### src/rtl/core/rpn_pkg.sv
// Shared types, codes and widths of the RPN stack calculator.
`default_nettype none
package rpn_pkg;

  localparam int VAL_W           = 32;
  localparam int OP_W            = 3;
  localparam int ST_W            = 2;
  localparam int FRAC_W          = 16;
  localparam int DIV_STEPS       = VAL_W + FRAC_W;
  localparam int DEF_STACK_DEPTH = 64;

  localparam logic [VAL_W-1:0] VAL_MAX = {1'b0, {(VAL_W-1){1'b1}}};
  localparam logic [VAL_W-1:0] VAL_MIN = {1'b1, {(VAL_W-1){1'b0}}};

  localparam logic [OP_W-1:0] OP_PUSH = 3'd0;
  localparam logic [OP_W-1:0] OP_ADD  = 3'd1;
  localparam logic [OP_W-1:0] OP_SUB  = 3'd2;
  localparam logic [OP_W-1:0] OP_MUL  = 3'd3;
  localparam logic [OP_W-1:0] OP_DIV  = 3'd4;
  localparam logic [OP_W-1:0] OP_DROP = 3'd5;

  localparam logic [ST_W-1:0] ST_OK   = 2'd0;
  localparam logic [ST_W-1:0] ST_FULL = 2'd1;
  localparam logic [ST_W-1:0] ST_FEW  = 2'd2;
  localparam logic [ST_W-1:0] ST_DIV0 = 2'd3;

  typedef enum logic [1:0] {
    CMD_HOLD,
    CMD_PUSH,
    CMD_POP2,
    CMD_DROP
  } stack_cmd_e;

  typedef struct packed {
    logic shift_down;
    logic shift_up;
  } cell_ctl_t;

endpackage
`default_nettype wire

### src/rtl/core/rpn_cell.sv
// One stack entry: holds, takes the entry above or takes the entry below.
`default_nettype none
module rpn_cell (
  input  wire logic                     clk_i,
  input  wire rpn_pkg::cell_ctl_t       ctl_i,
  input  wire logic [rpn_pkg::VAL_W-1:0] prev_i,
  input  wire logic [rpn_pkg::VAL_W-1:0] next_i,
  output logic      [rpn_pkg::VAL_W-1:0] data_o
);
  import rpn_pkg::*;

  logic [VAL_W-1:0] data_q, data_d;

  always_comb begin
    data_d = data_q;
    if (ctl_i.shift_down) begin
      data_d = prev_i;
    end else if (ctl_i.shift_up) begin
      data_d = next_i;
    end
  end

  always_ff @(posedge clk_i) begin
    data_q <= data_d;
  end

  assign data_o = data_q;

endmodule
`default_nettype wire

### config.mk
export PLATFORM = sky130hd
export DESIGN_NAME = rpn_cell
export DESIGN_NICKNAME = d
export VERILOG_FILES = /design/src/rtl/core/rpn_pkg.sv /design/src/rtl/core/rpn_cell.sv
export SDC_FILE = /design/constraint.sdc
export NUM_CORES = 1
export LEC_CHECK = 0
export BUFFER_PORTS_ARGS = -buffer_cell sky130_fd_sc_hd__buf_2
export CAP_MARGIN = 5
export CORE_MARGIN = 5
export CORE_UTILIZATION = 40
export CTS_BUF_LIST = sky130_fd_sc_hd__clkbuf_4
export CTS_CLUSTER_SIZE = 16
export DETAILED_ROUTE_END_ITERATION = 7
export GPL_TIMING_DRIVEN = 1
export PLACE_DENSITY = 0.77
export SYNTH_ARGS = -nofsm -noshare
export SYNTH_HDL_FRONTEND = slang
export SYNTH_SLANG_ARGS = --single-unit
export TNS_END_PERCENT = 10
### constraint.sdc
create_clock -name clk_i -period 3.5 [get_ports clk_i]
set_input_delay 0.35 -clock clk_i [delete_from_list [all_inputs] [get_ports clk_i]]
set_output_delay 0.35 -clock clk_i [all_outputs]
set_load 0.05 [all_outputs]
==> metrics.cfg <==
[detailed_routing]
drt-total-wl_mm = 3.141
vias_per_cell = 4.520
drt_iter0_markers = 24
post_drt_wl_per_cell_um = 14.21
first_pass_iters = 5
drc = 0
antenna_left = 0
vias = 999

[pwr]
leakagePower_nw = 1.013
p_per_area_nw_per_um2 = 497.8
ir_drop_mv = 0.2017

[timing]
worst_slack_ns = 2.113
max_freq_mhz = 720.8
worstMarginPinSlew_ns = 0.4064
finalHoldViolations = 0
period_needed_ns = 1.387
maxSlewHeadroom_pct = 72.91
setup_tns_ns = 0
rsz0062_at_grt = no
maxSlewViolCount = 0
post-route-period-util_pct = 39.64
holdWs_ns = 0.3239
final-setup-viol-count = 0

[clock_tree]
cts_resized = 0
cts.path.max_buffers = 2
cts_buffers = 5
root_buffer = clkbuf_4
cts_tree = built
postCtsSetupRepairBufs = 0
hold_buffers = 0
clk_pin_slew_ns = 0.10
cts_max_level = 2
cts_sinks = 32

[setup_path]
crit_path_start_kind = input port
crit_fanout = 21
critPathArrivalTime_ns = 1.47
critical_path.endpoint_type = register
worst-setup-path-type = in -> reg
critical_path_required_ns = 3.58

[placement]
gp_congestion = 0.7872
numPortBuffers = 98
place_ws_ns = 1.756
place_inst = 213
dp_hpwl_mm = 2.520

[flow_run]
maxCapViolCount = 0

[finish]
nFillCells = 298
final_cell_count_no_fill = 221
num-nets-final = 239
largest_reg_flops = 32
num_antenna_cells = 0
drive_above_1_share_pct = 79.77
syn_to_final_growth_pct = 37.76
utilization_pct = 56.73

[floorplanning]
core_um2 = 3661
num_rows = 22
die_w_um = 71.40
die-height_um = 71.40
start_util_pct = 41.18
die-area_um2 = 5097
pin_count = 99

[global_route]
grt_pass1_wl_mm = 4.864
antenna_found_initial = 0
grt.overflow.total = 0
grt_pass1_vias = 1126
grt.total_usage_pct = 12.71
grt_max_degree = 33

[synth]
syn_area_per_cell_um2 = 21.85
netlist_area_um2 = 1508
yosysWarningCount = 0
synth.distinct_cells = 6
synthCells = 69
syn_nets = 136
ys_seq_elements = 32
ys_seq_area_share_pct = 63.73

[status]
status = finished, final reports clean

[hold_path]
hold_class = in -> reg

==> final timing paths <==
| check | endpoint | slack (ns) | cells after the start | startpoint |
|---|---|---|---|---|
| worst max-delay path | data_o[31] | 2.11 | 3 | ctl_i[1] |
| worst min-delay path | data_o[27] | 0.32 | 2 | next_i[27] |
==> area by class of cell <==
type                    instances  area, µm²  area share (%)
repair buffers                100      505.5           24.34
multi-input cells              33      475.5           22.89
clock buffers                   5      37.54           1.807
flip-flops and latches         32      960.9           46.27
clock inverters                 3      37.54           1.807
well taps                      48      60.06           2.892
==> synth_stat cells (all sizes together) <==
library cell | count | share of area [%]
or2 | 1 | 0.42
edfxtp | 32 | 64
mux2 | 32 | 31
buf | 4 | 4.7
==> power by group <==
| part | leakage, nW | internal [mW] | switching [mW] | total [mW] |
|---|---|---|---|---|
| Combinational | 0.647 | 0.0958 | 0.198 | 0.294 |
| Sequential | 0.326 | 0.470 | 0.00969 | 0.480 |
| Clock | 0.0403 | 0.146 | 0.115 | 0.261 |
==> through the flow <==
step / power, mW / area [µm²]
finish: 1.034 / 2077
detailed placement: 0.7846 / 2002
floorplan: 0.7089 / 1508
global route: 1.082 / 2077
CTS: 1.048 / 2077
global placement: 0.7803 / 2002
==> cells in the final DEF (no fill, tap or decap) <==
cell type	count
bufinv_16	1
mux2_2	3
clkbuf_4	5
buf_4	2
or2_1	1
clkinv_1	2
mux2_4	29
edfxtp_1	32
buf_2	98
==> worst max-delay path, cell delays in order <==
cell,delay [ns]
buf_2,0.32
buf_4,0.41
mux2_2,0.38
==> layer usage <==
metal  up-vias  share of wire (%)  GRT usage (%)
li1        479                  -              -
met1       458                 35          12.86
met2        58                 52          21.73
met3         4                 11          5.330
met4         0                1.8          7.516
met5         -                  0              0
==> cell families (layout without fill, tap and decap cells) <==
logic type    count (synthesis)  count (layout)  synth area share, %
mux                          32              32                31.12
flops                        32              32                63.73
simple gates                  1               1               0.4152
buf+inv                       4             108                4.730
Power figures use the tool's default switching activity.
