<file path="config.mk">
export PLATFORM = sky130hd
export DESIGN_NAME = rpn_div
export DESIGN_NICKNAME = d
export VERILOG_FILES = /design/src/rtl/core/rpn_pkg.sv /design/src/rtl/core/rpn_div.sv
export SDC_FILE = /design/constraint.sdc
export NUM_CORES = 1
export LEC_CHECK = 0
export ABC_AREA = 1
export ABC_CLOCK_PERIOD_IN_PS = 2500
export BUFFER_PORTS_ARGS = -buffer_cell sky130_fd_sc_hd__buf_2
export CAP_MARGIN = 0
export CORE_MARGIN = 4
export CORE_UTILIZATION = 45
export CTS_CLUSTER_SIZE = 28
export DETAILED_ROUTE_END_ITERATION = 6
export HOLD_SLACK_MARGIN = 0.02
export SYNTH_ARGS = -nofsm -noshare
export SYNTH_HDL_FRONTEND = slang
export SYNTH_SLANG_ARGS = --single-unit
</file>
<file path="constraint.sdc">
create_clock -name clk_i -period 2.5 [get_ports clk_i]
set_input_delay 0.25 -clock clk_i [delete_from_list [all_inputs] [get_ports clk_i]]
set_output_delay 0.25 -clock clk_i [all_outputs]
set_load 0.02 [all_outputs]
</file>
<file path="src/rtl/core/rpn_pkg.sv">
// Shared types, codes and widths of the RPN stack calculator.
`default_nettype none
package rpn_pkg;

  localparam int VAL_W           = 32;
  localparam int OP_W            = 3;
  localparam int ST_W            = 2;
  localparam int FRAC_W          = 16;
  localparam int DIV_STEPS       = VAL_W + FRAC_W;
  localparam int DEF_STACK_DEPTH = 64;

  localparam logic [VAL_W-1:0] VAL_MAX = {1'b0, {(VAL_W-1){1'b1}}};
  localparam logic [VAL_W-1:0] VAL_MIN = {1'b1, {(VAL_W-1){1'b0}}};

  localparam logic [OP_W-1:0] OP_PUSH = 3'd0;
  localparam logic [OP_W-1:0] OP_ADD  = 3'd1;
  localparam logic [OP_W-1:0] OP_SUB  = 3'd2;
  localparam logic [OP_W-1:0] OP_MUL  = 3'd3;
  localparam logic [OP_W-1:0] OP_DIV  = 3'd4;
  localparam logic [OP_W-1:0] OP_DROP = 3'd5;

  localparam logic [ST_W-1:0] ST_OK   = 2'd0;
  localparam logic [ST_W-1:0] ST_FULL = 2'd1;
  localparam logic [ST_W-1:0] ST_FEW  = 2'd2;
  localparam logic [ST_W-1:0] ST_DIV0 = 2'd3;

  typedef enum logic [1:0] {
    CMD_HOLD,
    CMD_PUSH,
    CMD_POP2,
    CMD_DROP
  } stack_cmd_e;

  typedef struct packed {
    logic shift_down;
    logic shift_up;
  } cell_ctl_t;

endpackage
`default_nettype wire

</file>
<file path="src/rtl/core/rpn_div.sv">
// Shift-subtract Q16.16 divider, one quotient bit per cycle, saturating result.
`default_nettype none
module rpn_div (
  input  wire logic                      clk_i,
  input  wire logic                      rst_ni,
  input  wire logic                      start_i,
  input  wire logic [rpn_pkg::VAL_W-1:0] dividend_i,
  input  wire logic [rpn_pkg::VAL_W-1:0] divisor_i,
  output logic                           done_o,
  output logic      [rpn_pkg::VAL_W-1:0] quot_o
);
  import rpn_pkg::*;

  localparam int CNT_W = $clog2(DIV_STEPS);
  localparam int Q_W   = DIV_STEPS;

  logic             busy_q, busy_d;
  logic             done_q, done_d;
  logic [CNT_W-1:0] cnt_q, cnt_d;
  logic [VAL_W-1:0] rem_q, rem_d;
  logic [Q_W-1:0]   q_q, q_d;
  logic [VAL_W-1:0] dvs_q, dvs_d;
  logic             neg_q, neg_d;

  logic [VAL_W-1:0] a_mag, b_mag;
  logic [VAL_W:0]   rem_sh;
  logic             ge;
  logic             last;

  assign a_mag  = dividend_i[VAL_W-1] ? VAL_W'(-dividend_i) : dividend_i;
  assign b_mag  = divisor_i[VAL_W-1] ? VAL_W'(-divisor_i) : divisor_i;
  assign rem_sh = {rem_q, q_q[Q_W-1]};
  assign ge     = rem_sh >= {1'b0, dvs_q};
  assign last   = cnt_q == CNT_W'(DIV_STEPS - 1);

  always_comb begin
    busy_d = busy_q;
    done_d = 1'b0;
    cnt_d  = cnt_q;
    rem_d  = rem_q;
    q_d    = q_q;
    dvs_d  = dvs_q;
    neg_d  = neg_q;
    if (start_i) begin
      busy_d = 1'b1;
      cnt_d  = '0;
      rem_d  = '0;
      q_d    = {a_mag, {FRAC_W{1'b0}}};
      dvs_d  = b_mag;
      neg_d  = dividend_i[VAL_W-1] ^ divisor_i[VAL_W-1];
    end else if (busy_q) begin
      rem_d = ge ? VAL_W'(rem_sh - {1'b0, dvs_q}) : rem_sh[VAL_W-1:0];
      q_d   = {q_q[Q_W-2:0], ge};
      cnt_d = CNT_W'(cnt_q + 1'b1);
      if (last) begin
        busy_d = 1'b0;
        done_d = 1'b1;
      end
    end
  end

  always_ff @(posedge clk_i or negedge rst_ni) begin
    if (!rst_ni) begin
      busy_q <= 1'b0;
      done_q <= 1'b0;
      cnt_q  <= '0;
    end else begin
      busy_q <= busy_d;
      done_q <= done_d;
      cnt_q  <= cnt_d;
    end
  end

  always_ff @(posedge clk_i) begin
    rem_q <= rem_d;
    q_q   <= q_d;
    dvs_q <= dvs_d;
    neg_q <= neg_d;
  end

  always_comb begin
    if (neg_q) begin
      if ((|q_q[Q_W-1:VAL_W]) || (q_q[VAL_W-1] && (|q_q[VAL_W-2:0]))) begin
        quot_o = VAL_MIN;
      end else begin
        quot_o = VAL_W'(-q_q[VAL_W-1:0]);
      end
    end else begin
      if (|q_q[Q_W-1:VAL_W-1]) begin
        quot_o = VAL_MAX;
      end else begin
        quot_o = q_q[VAL_W-1:0];
      end
    end
  end

  assign done_o = done_q;

endmodule
`default_nettype wire

</file>
==> metrics.csv, run 1 <==
stage;metric;value;unit
yosys;ys_warn_count;0;
timing;fin_crit;2.448;ns
global_routing;antenna_found_initial;0;
timing;skew;0.01336;ns
placement;pre_cts_slack;0.1510;ns
placement;gp_congestion;0.9695;
run;max-cap-violations;0;
power;p_switching;4.885;mW
placement;placed_area;11010;um^2
floorplanning;fp.coreArea;21960;um^2
yosys;synth-async-reset-ratio;0.06612;
yosys;ys_seq_area_frac;0.3078;
power;power_per_cell_area;919.8;nW/um^2
finish;antenna_cells;0;
yosys;ys_top_cells_by_area;edfxtp_1, nand2_1, inv_1, dfxtp_1, nand3_1;
clocking;cts_tree;yes;
setup_path;path_common_cell;nand3_2;
worst_hold_path;hold_class;input pin to register;
setup_path;cpPeakStageDelay;0.46;ns
routing;vias;10450;
clocking;clk_latency;0.43;ns
placement;hpwl;23120;um
yosys;syn_inst;1566;
global_routing;grt_pass1_wl;48220;um
clocking;cts_root_buf;clkbuf_16;
yosys;syn_nets;1670;
yosys;syn_area_per_cell;6.458;um^2
power;switching_share;0.4302;
global_routing;grt_pass1_vias;9368;
yosys;post_synth_num_cell_types;47;
finish;final_common_cell;nand2_1;
yosys;synthFlopType;edfxtp_1;
floorplanning;fp.dieH;157.9;um
power;p_clk_frac;0.233;
timing;rsz0062_at_grt;true;
routing;totalWireLength;30790;um
yosys;synth_top_area_frac;0.1930;
setup_path;critPathKind;register to output pin;
global_routing;grt.overflow.total;0;
timing;whs;0.05511;ns
clocking;cts.sinks;121;
yosys;ys_seq_elements;121;
finish;drive_above_1_share;0.1810;
routing;avgRoutedWirePerCell;15.41;um
setup_path;critPathSlowestCell;edfxtp_1;
setup_path;required;2.25;ns
finish;final_cell_area;12350;um^2
routing;via_per_inst;5.231;
power;p_seq_frac;0.244;
timing;setup-violations-final;0;
clocking;clockBufferDepth;2;
routing;antenna_left;0;
floorplanning;start_util;0.4606;
power;power_leakage;6.267;nW
setup_path;critPathArrivalTime;2.20;ns
floorplanning;num_rows;54;
clocking;cts_made_buffers;17;
setup_path;end_kind;output pin;
setup_path;crit_buf_inv;2;
setup_path;path_delay_family;simple AND/OR/NAND/NOR gates;
yosys;synth_top_area_cell;edfxtp_1;
floorplanning;io-pin-count;100;
timing;setup_ws;0.05213;ns
floorplanning;die_w;157.9;um
timing;fmax;0.4085;GHz
routing;drc;0;
finish;final_cell_mix;nand2_1, inv_1, nand3_1;
timing;worstMarginPinSlew;0.7200;ns
global_routing;grt_start_max_net_pins;46;
finish;area_delta_synth_final;22.08;%
clocking;clk_pin_slew;0.05;ns
power;vdd_ir_drop_max;0.5584;mV
routing;drtIter0Drc;767;
floorplanning;dieArea;24940;um^2
power;power_frac_comb;0.523;
global_routing;grtUsageTotal;0.2426;
power;fin_total_pwr;11.36;mW
setup_path;worstPathCellList;inv_2, nand3_2, nor2_4, nand3_2, o21ai_4, nand2_2, nor2_4, nand3_2, nand2_2, buf_6;
placement;numPortBuffers;99;
clocking;htreeDepth;4;
timing;slew_headroom;0.5195;
setup_path;start_kind;register;
timing;slew_violations;0;
timing;period_share;0.9791;
power;p_int;6.472;mW
routing;dr.pass1.iters;5;
timing;timing_hold_violations_final;0;
yosys;synth_edf_count;65;
yosys;syn_area;10110;um^2
status;status;completed;
setup_path;critPathMaxFanout;6;
finish;final_nets;1809;
## power groups by stage
stage               Sequential [mW]  Clock (mW)  Combinational, mW
global placement               2.79           0               5.40
floorplan                      2.71           0               4.07
detailed placement             2.79           0               5.40
CTS                            2.76        2.67               5.62
global route                   2.81        2.77               6.62
finish                         2.77        2.65               5.94
## Yosys cell counts, types with 2 or more instances
cell type,number
a21oi_1,43
a31oi_1,3
and2_1,4
buf_1,2
buf_2,6
buf_4,3
buf_6,5
clkbuf_1,24
clkinv_1,2
dfrtp_1,8
dfxtp_1,48
edfxtp_1,65
ha_1,36
inv_1,270
inv_2,8
nand2_1,453
nand2_2,8
nand3_1,126
nand3_2,10
nand3b_1,15
nand4_1,24
nor2_1,117
nor2_2,10
nor2_4,3
nor3_1,24
nor3_2,4
nor3b_1,2
nor4_1,8
o21a_1,3
o21ai_0,91
o21ai_1,29
o21ai_2,2
o21bai_1,3
o22ai_1,23
o32ai_1,3
or2_2,5
xnor2_1,19
xor2_1,48
## cell type report
type	count	area [um^2]
clock inverter	13	175.2
sequential	121	3120
multi-input combinational	1124	6077
clock buffer	19	442.9
inverter	280	1051
tap	280	350.3
timing repair buffer	161	1130
fill	2164	9612
## timing repair
| item | in CTS | in global routing |
|---|---|---|
| resized for setup | 39 | 121 |
| setup buffers | 16 | 16 |
| setup endpoints to repair | 32 | 51 |
| hold buffers | 1 | 0 |
| pin swaps | 10 | 18 |
| cloned | 0 | 1 |
| hold endpoints to repair | 8 | 0 |
## kinds of logic (layout without fill, tap and decap cells)
logic type / count (synthesis) / in the layout / share of synthesized area
AO/OA/AOI/OAI: 204 / 204 / 0.1086
XOR/XNOR: 67 / 67 / 0.05802
adder cells (fa/ha/maj): 37 / 37 / 0.04652
buffers and inverters: 321 / 473 / 0.1248
flip-flops: 121 / 121 / 0.3078
AND/OR/NAND/NOR: 816 / 816 / 0.3542
## sequential cells by signal (all words and copies together), names as in the netlist
| name | count |
|---|---|
| neg_q | 1 |
| q_q | 48 |
| done_o | 1 |
| dvs_q | 32 |
| rem_q | 32 |
| cnt_q | 6 |
| busy_q | 1 |
## metrics by stage
step / setup TNS [ns] / utilization / instances
floorplan: 0 / - / 1566
global placement: 0 / 0.5015 / 1932
detailed placement: 0 / 0.5015 / 1932
CTS: 0 / 0.5408 / 1981
global route: -0.6719 / 0.5623 / 1998
finish: 0 / 0.5623 / 1998
## per-layer routing
layer	wire length, um	part of all wire	GRT usage
met1	14890	0.48	0.3557
met2	13550	0.44	0.3741
met3	1928	0.063	0.04046
met4	413	0.013	0.05817
met5	0	0	0
## final timing paths
check | end | slack, ns | from | cells after the start
min reg2reg | rem_q[16] | 0.47 | rem_q[16] | 2
min | dvs_q[0] | 0.06 | divisor_i[0] | 1
max in group asynchronous | cnt_q[1] | 2.10 | rst_ni | 2
max reg2reg | rem_q[28] | 0.10 | q_q[47] | 12
max | quot_o[12] | 0.05 | q_q[20] | 10
min in group asynchronous | cnt_q[4] | 0.21 | rst_ni | 2
Note: power is estimated with default switching activity, not from simulation.
==> inputs of run 2 (changes only) <==
--- a/config.mk
+++ b/config.mk
@@ -8,12 +8,13 @@
 export ABC_AREA = 1
 export ABC_CLOCK_PERIOD_IN_PS = 2500
 export BUFFER_PORTS_ARGS = -buffer_cell sky130_fd_sc_hd__buf_2
-export CAP_MARGIN = 0
+export CAP_MARGIN = 10
 export CORE_MARGIN = 4
 export CORE_UTILIZATION = 45
 export CTS_CLUSTER_SIZE = 28
 export DETAILED_ROUTE_END_ITERATION = 6
 export HOLD_SLACK_MARGIN = 0.02
+export SETUP_SLACK_MARGIN = 0.1
 export SYNTH_ARGS = -nofsm -noshare
 export SYNTH_HDL_FRONTEND = slang
 export SYNTH_SLANG_ARGS = --single-unit
==> metrics.csv, run 2 (same netlist as run 1, synthesis figures left out) <==
stage;metric;value;unit;change
timing;slew_headroom;0.5079;;-0.01157
clocking;clockBufferDepth;2;;unchanged
floorplanning;num_rows;54;;unchanged
power;p_switching;4.900;mW;+0.29%
floorplanning;fp.coreArea;21960;um^2;unchanged
global_routing;grtUsageTotal;0.2443;;+0.001667
placement;numPortBuffers;99;;unchanged
clocking;cts.sinks;121;;unchanged
power;vdd_ir_drop_max;0.5826;mV;+4.3%
timing;whs;0.05209;ns;-0.003027 ns
power;power_leakage;6.272;nW;about the same
clocking;cts_made_buffers;17;;unchanged
finish;antenna_cells;0;;unchanged
timing;skew;0.01146;ns;-0.001896 ns
global_routing;grt_start_max_net_pins;46;;unchanged
setup_path;crit_start;q_q[19];;
setup_path;r2r-start;dvs_q[1];;
run;max-cap-violations;0;;unchanged
routing;totalWireLength;30800;um;about the same
clocking;clk_pin_slew;0.06;ns;about the same
clocking;cts_root_buf;clkbuf_16;;
clocking;clk_latency;0.43;ns;about the same
timing;fmax;0.4049;GHz;-0.89%
placement;hpwl;23120;um;unchanged
setup_path;regToRegSetupSlack;0.23;ns;+0.13 ns
global_routing;grt_pass1_wl;48510;um;+0.61%
setup_path;r2r_end;rem_q[13];;
power;switching_share;0.4300;;about the same
floorplanning;die_w;157.9;um;unchanged
setup_path;end_kind;output pin;;
finish;final_cell_mix;nand2_1, inv_1, nand3_1;;
status;status;completed;;
timing;worstMarginPinSlew;0.7373;ns;+0.01733 ns
finish;area_delta_synth_final;22.71;%;
floorplanning;io-pin-count;100;;unchanged
timing;setup_ws;0.03003;ns;-0.02210 ns
timing;rsz0062_at_grt;true;;
setup_path;start_kind;register;;
global_routing;antenna_found_initial;0;;unchanged
timing;timing_hold_violations_final;0;;unchanged
setup_path;critPathArrivalTime;2.22;ns;+0.02 ns
floorplanning;start_util;0.4606;;unchanged
routing;avgRoutedWirePerCell;15.42;um;about the same
placement;gp_congestion;0.9695;;unchanged
finish;drive_above_1_share;0.1874;;+0.006403
global_routing;grt_pass1_vias;9454;;+0.92%
finish;final_common_cell;nand2_1;;
setup_path;required;2.25;ns;about the same
setup_path;rr_worst_depth;14;;+2
routing;dr.pass1.iters;6;;+1
routing;drtIter0Drc;832;;+8.5%
worst_hold_path;hold_class;input pin to register;;
routing;drc;0;;unchanged
finish;top_regs;q_q x48, dvs_q x32, rem_q x32;;
placement;pre_cts_slack;0.1510;ns;unchanged
power;power_frac_comb;0.524;;about the same
finish;fin_util;0.5652;;+0.002906
finish;final_nets;1809;;unchanged
timing;period_share;0.9880;;+0.008838
worst_hold_path;worstHoldStart;divisor_i[0];;
floorplanning;fp.dieH;157.9;um;unchanged
power;power_per_cell_area;918.2;nW/um^2;-0.18%
power;p_seq_frac;0.244;;about the same
routing;antenna_left;0;;unchanged
finish;regMostFlops;q_q;;
clocking;cts_tree;yes;;
timing;fin_crit;2.470;ns;+0.02210 ns
clocking;htreeDepth;4;;unchanged
setup_path;critPathKind;register to output pin;;
floorplanning;dieArea;24940;um^2;unchanged
routing;via_per_inst;5.242;;+0.20%
routing;vias;10470;;+0.20%
power;p_int;6.495;mW;+0.37%
finish;largest_reg_flops;48;;unchanged
worst_hold_path;holdPathStages;1;;unchanged
power;p_clk_frac;0.233;;about the same
finish;fillers;2155;;-0.42%
worst_hold_path;min_to;dvs_q[0];;
timing;setup-violations-final;0;;unchanged
timing;slew_violations;0;;unchanged
setup_path;critPathMaxFanout;24;;+18
global_routing;grt.overflow.total;0;;unchanged
==> run 2: cell counts in the layout (fill, tap and decap cells not counted) <==
Identical to the previous run, type by type.
==> run 2: how the worst max path moves through the flow <==
stage                       to  slack (ns)  cells past startpoint
finish              quot_o[17]        0.03                      9
global route        quot_o[12]       -0.08                     10
global placement    quot_o[12]        0.12                     10
CTS                 quot_o[29]        0.03                     12
floorplan              q_q[16]        0.40                      3
detailed placement  quot_o[12]        0.15                     10
==> run 2: cell type report <==
cell class                 count  area (um^2)  area share
timing repair buffer         161         1146     0.09235
clock inverter                13        175.2     0.01411
multi-input combinational   1124         6116      0.4928
clock buffer                  19        442.9     0.03569
sequential                   121         3124      0.2517
inverter                     280         1056     0.08509
tap                          280        350.3     0.02823
==> run 2: power groups by stage <==
stage | Clock (mW) | Combinational (mW) | Sequential, mW
final | 2.65 | 5.97 | 2.78
after floorplan | 0 | 4.07 | 2.71
after detailed placement | 0 | 5.40 | 2.79
after global placement | 0 | 5.40 | 2.79
after global routing | 2.77 | 6.65 | 2.82
after CTS | 2.67 | 5.70 | 2.76
==> run 2: repair_timing <==
item	4_1_cts	5_1_grt
hold endpoints to repair	8	0
pin swaps	17	21
hold buffers	1	0
gates resized for setup	87	83
setup buffers	23	9
cloned	1	0
setup endpoints to repair	32	64
==> run 2: metrics by stage <==
stage                     total power, mW  TNS [ns]  std cells  instance area, um^2
after floorplan                     6.780         0       1566                10110
after global placement              8.188         0       1932                11010
after detailed placement            8.191         0       1932                11010
after CTS                           11.13         0       1989                12080
after global routing                12.24   -0.8588       1998                12410
final                               11.39         0       1998                12410
==> run 2: per-layer routing <==
metal / global-route usage / up-vias / routed length [um] / share of wire
met4: 0.05817 / 0 / 374 / 0.012
met2: 0.3798 / 286 / 13550 / 0.44
li1: - / 5295 / - / -
met5: 0 / - / 0 / 0
met1: 0.3559 / 4860 / 15140 / 0.49
met3: 0.04046 / 32 / 1734 / 0.056
==> run 2: worst max-delay path: stages (launching register included) <==
cell	delay (ns)
edfxtp_1	0.44
nor2_4	0.16
nand3_2	0.11
nor2_4	0.13
nand3_2	0.09
o21ai_4	0.18
nand3_2	0.11
buf_12	0.18
o21ai_1	0.20
buf_4	0.18
==> inputs of run 3 (changes only) <==
--- a/config.mk
+++ b/config.mk
@@ -5,7 +5,6 @@
 export SDC_FILE = /design/constraint.sdc
 export NUM_CORES = 1
 export LEC_CHECK = 0
-export ABC_AREA = 1
 export ABC_CLOCK_PERIOD_IN_PS = 2500
 export BUFFER_PORTS_ARGS = -buffer_cell sky130_fd_sc_hd__buf_2
 export CAP_MARGIN = 10
==> metrics.csv, run 3 <==
stage;metric;value;unit;change
finish;fillers;1397;;-35%
global_routing;grtUsageTotal;0.2468;;+0.002456
timing;worstMarginPinSlew;0.8067;ns;+0.06939 ns
yosys;synth_top_area_cell;edfxtp_1;;
setup_path;end_kind;output pin;;
finish;drive_above_1_share;0.4527;;+0.2653
floorplanning;fp.dieH;147.5;um;-6.6%
clocking;cts_root_buf;clkbuf_16;;
finish;finalNonFillerCells;1625;;-19%
floorplanning;dieArea;21760;um^2;-13%
finish;area_delta_synth_final;58.41;%;
worst_hold_path;min_to;dvs_q[27];;
setup_path;rr_worst_depth;14;;unchanged
power;power_per_cell_area;912.4;nW/um^2;-0.63%
yosys;post_synth_num_cell_types;66;;+40%
floorplanning;io-pin-count;100;;unchanged
routing;totalWireLength;28320;um;-8.1%
yosys;syn_inst;1036;;-34%
placement;placed_area;11500;um^2;+4.4%
timing;period_share;1.260;;+0.2715
routing;wl_met3;1391;um;-20%
routing;dr.pass1.iters;7;;+1
setup_path;critPathArrivalTime;2.90;ns;+0.68 ns
yosys;syn_area;8757;um^2;-13%
routing;drt-met1-wl;12290;um;-19%
placement;post-place-cells;1548;;-20%
global_routing;antenna_found_initial;0;;unchanged
placement;numPortBuffers;99;;unchanged
yosys;synthTopCellsByCount;nand2_1, nor2_1, xnor2_1, edfxtp_1, o21ai_0;;
setup_path;start_kind;register;;
clocking;clockBufferDepth;2;;unchanged
worst_hold_path;holdPathStages;2;;+1
worst_hold_path;hold_class;input pin to register;;
finish;top_regs;q_q x48, dvs_q x32, rem_q x32;;
yosys;ys_warn_count;0;;unchanged
status;status;finished, violations left;;
clocking;cts_made_buffers;17;;unchanged
placement;hpwl;18720;um;-19%
routing;vias;9249;;-12%
timing;fmax;0.3176;GHz;-22%
yosys;synthFlopType;edfxtp_1;;
placement;pre_cts_slack;-0.7361;ns;-0.8871 ns
yosys;synth-async-reset-ratio;0.06612;;unchanged
routing;antenna_left;0;;unchanged
setup_path;r2r-start;q_q[47];;
routing;route.met2.wl;13880;um;+2.4%
timing;slew_headroom;0.4622;;-0.04572
setup_path;required;2.25;ns;about the same
yosys;ys_seq_area_frac;0.3555;;+0.04767
global_routing;grt_pass1_vias;8882;;-6.1%
global_routing;grt_start_max_net_pins;59;;+28%
finish;antenna_cells;0;;unchanged
power;power_leakage;5.842;nW;-6.9%
finish;final_common_cell;buf_4;;
setup_path;critPathKind;register to output pin;;
global_routing;grt.overflow.total;0;;unchanged
timing;totalNegativeSetupSlack;-24.10;ns;-24.10 ns
floorplanning;die_w;147.5;um;-6.6%
finish;regMostFlops;q_q;;
timing;slew_violations;0;;unchanged
finish;final_nets;1456;;-20%
yosys;synth_top_area_frac;0.2229;;+0.02989
finish;largest_reg_flops;48;;unchanged
routing;routed.top_layer;met4;;
worst_hold_path;worstHoldStart;divisor_i[27];;
routing;avgRoutedWirePerCell;17.43;um;+13%
timing;setup-violations-final;75;;+75
clocking;cts.sinks;121;;unchanged
yosys;yosysMostFrequentCell;nand2_1;;
setup_path;critPathMaxFanout;3;;-88%
clocking;htreeDepth;4;;unchanged
yosys;ys_seq_elements;121;;unchanged
finish;final_cell_area;13870;um^2;+12%
power;fin_total_pwr;12.66;mW;+11%
power;vdd_ir_drop_max;0.6727;mV;+15%
yosys;ys_top_cells_by_area;edfxtp_1, dfxtp_1, xnor2_1, nand2_1, ha_1;;
timing;rsz0062_at_grt;true;;
timing;setup_ws;-0.6488;ns;-0.6788 ns
timing;timing_hold_violations_final;0;;unchanged
global_routing;grt_pass1_wl;44300;um;-8.7%
yosys;synth_edf_count;65;;unchanged
clocking;clk_pin_slew;0.06;ns;about the same
floorplanning;num_rows;50;;-7.4%
clocking;cts_tree;yes;;
status;failed_checks;setup timing;;
setup_path;r2r_end;rem_q[20];;
run;max-cap-violations;0;;unchanged
floorplanning;start_util;0.4635;;+0.002940
clocking;clk_latency;0.43;ns;about the same
finish;final_cell_mix;buf_4, nand2_1, nor2_1;;
yosys;syn_area_per_cell;8.453;um^2;+31%
floorplanning;fp.coreArea;18890;um^2;-14%
timing;fin_crit;3.149;ns;+0.6788 ns
routing;drtIter0Drc;621;;-25%
placement;gp_congestion;0.9357;;-3.5%
routing;via_per_inst;5.692;;+8.6%
timing;skew;0.01189;ns;+0.0004255 ns
setup_path;regToRegSetupSlack;-0.30;ns;-0.53 ns
routing;drc;0;;unchanged
yosys;syn_nets;1140;;-32%
-- run 3: changes by cell type after synthesis, sizes merged, moves of 18 or more --
cell / before / now
nand2: 461 / 137
inv: 278 / 52
nand3: 136 / 27
o21ai: 122 / 65
xnor2: 19 / 76
nor2: 130 / 91
xor2: 48 / 11
a22o: 1 / 30
clkbuf: 25 / 48
o31ai: 1 / 23
o22ai: 23 / 3
mux2i: 0 / 19
or3: 0 / 18
-- run 3: cell type report --
class | instances | area (um^2) | share of cell area
multi-input cells | 807 | 6733 | 0.4853
flip-flops and latches | 121 | 3119 | 0.2249
repair buffers | 353 | 2928 | 0.2111
clock buffers | 19 | 454.2 | 0.03274
well taps | 260 | 325.3 | 0.02345
inverters | 52 | 197.7 | 0.01425
clock inverters | 13 | 115.1 | 0.008298
-- run 3: how the worst max path moves through the flow --
stage / startpoint / to / slack [ns] / depth (start not counted)
2_1_floorplan: divisor_i[9] / dvs_q[27] / -0.54 / 8
3_3_place_gp: divisor_i[9] / dvs_q[27] / -0.72 / 9
3_5_place_dp: divisor_i[9] / dvs_q[29] / -0.74 / 9
4_1_cts: q_q[39] / quot_o[22] / -0.62 / 11
5_1_grt: q_q[47] / quot_o[22] / -0.80 / 11
6_report: q_q[1] / quot_o[22] / -0.65 / 14
-- run 3: report_power, final --
part | internal, mW | total, mW | switching (mW)
Combinational | 3.83 | 7.46 | 3.63
Clock | 1.43 | 2.41 | 0.982
Sequential | 2.47 | 2.78 | 0.309
Total | 7.73 | 12.7 | 4.93
-- run 3: metal layers --
metal | global-route usage | vias up
met5 | 0 | -
met1 | 0.3218 | 4441
met3 | 0.04200 | 57
li1 | - | 4465
met4 | 0.08062 | 0
met2 | 0.4173 | 286
-- run 3: repair_timing --
action | in CTS | in global routing
endpoints found under the setup margin | 78 | 79
hold buffers | 2 | 0
setup buffers | 26 | 23
resized for setup | 192 | 126
hold endpoints to repair | 9 | 0
gates cloned | 4 | 1
pin swaps | 78 | 77
-- run 3: worst max-delay path, stage by stage, from the launching register on --
cell,delay (ns)
dfxtp_2,0.34
inv_2,0.06
ha_4,0.13
nor3b_4,0.19
and3_4,0.22
nand4_1,0.14
buf_4,0.17
buf_6,0.11
o41ai_2,0.31
buf_4,0.19
nand2_1,0.08
o31ai_1,0.21
a21oi_1,0.12
nand2_2,0.09
buf_6,0.11
-- run 3: kinds of logic after synthesis --
logic type / synth area share
adder cells (fa/ha/maj): 0.05372
multiplexers: 0.02172
flip-flops: 0.3555
buffers and inverters: 0.04629
XOR/XNOR: 0.08701
AND/OR/NAND/NOR: 0.2057
AO/OA/AOI/OAI: 0.2300
-- run 3: per-stage QoR --
stage	utilization	hold slack [ns]
2_1_floorplan	-	-0.04559
3_3_place_gp	0.6088	0.09998
3_5_place_dp	0.6088	0.09728
4_1_cts	0.6981	0.1182
5_1_grt	0.7342	0.1330
6_report	0.7342	0.1280
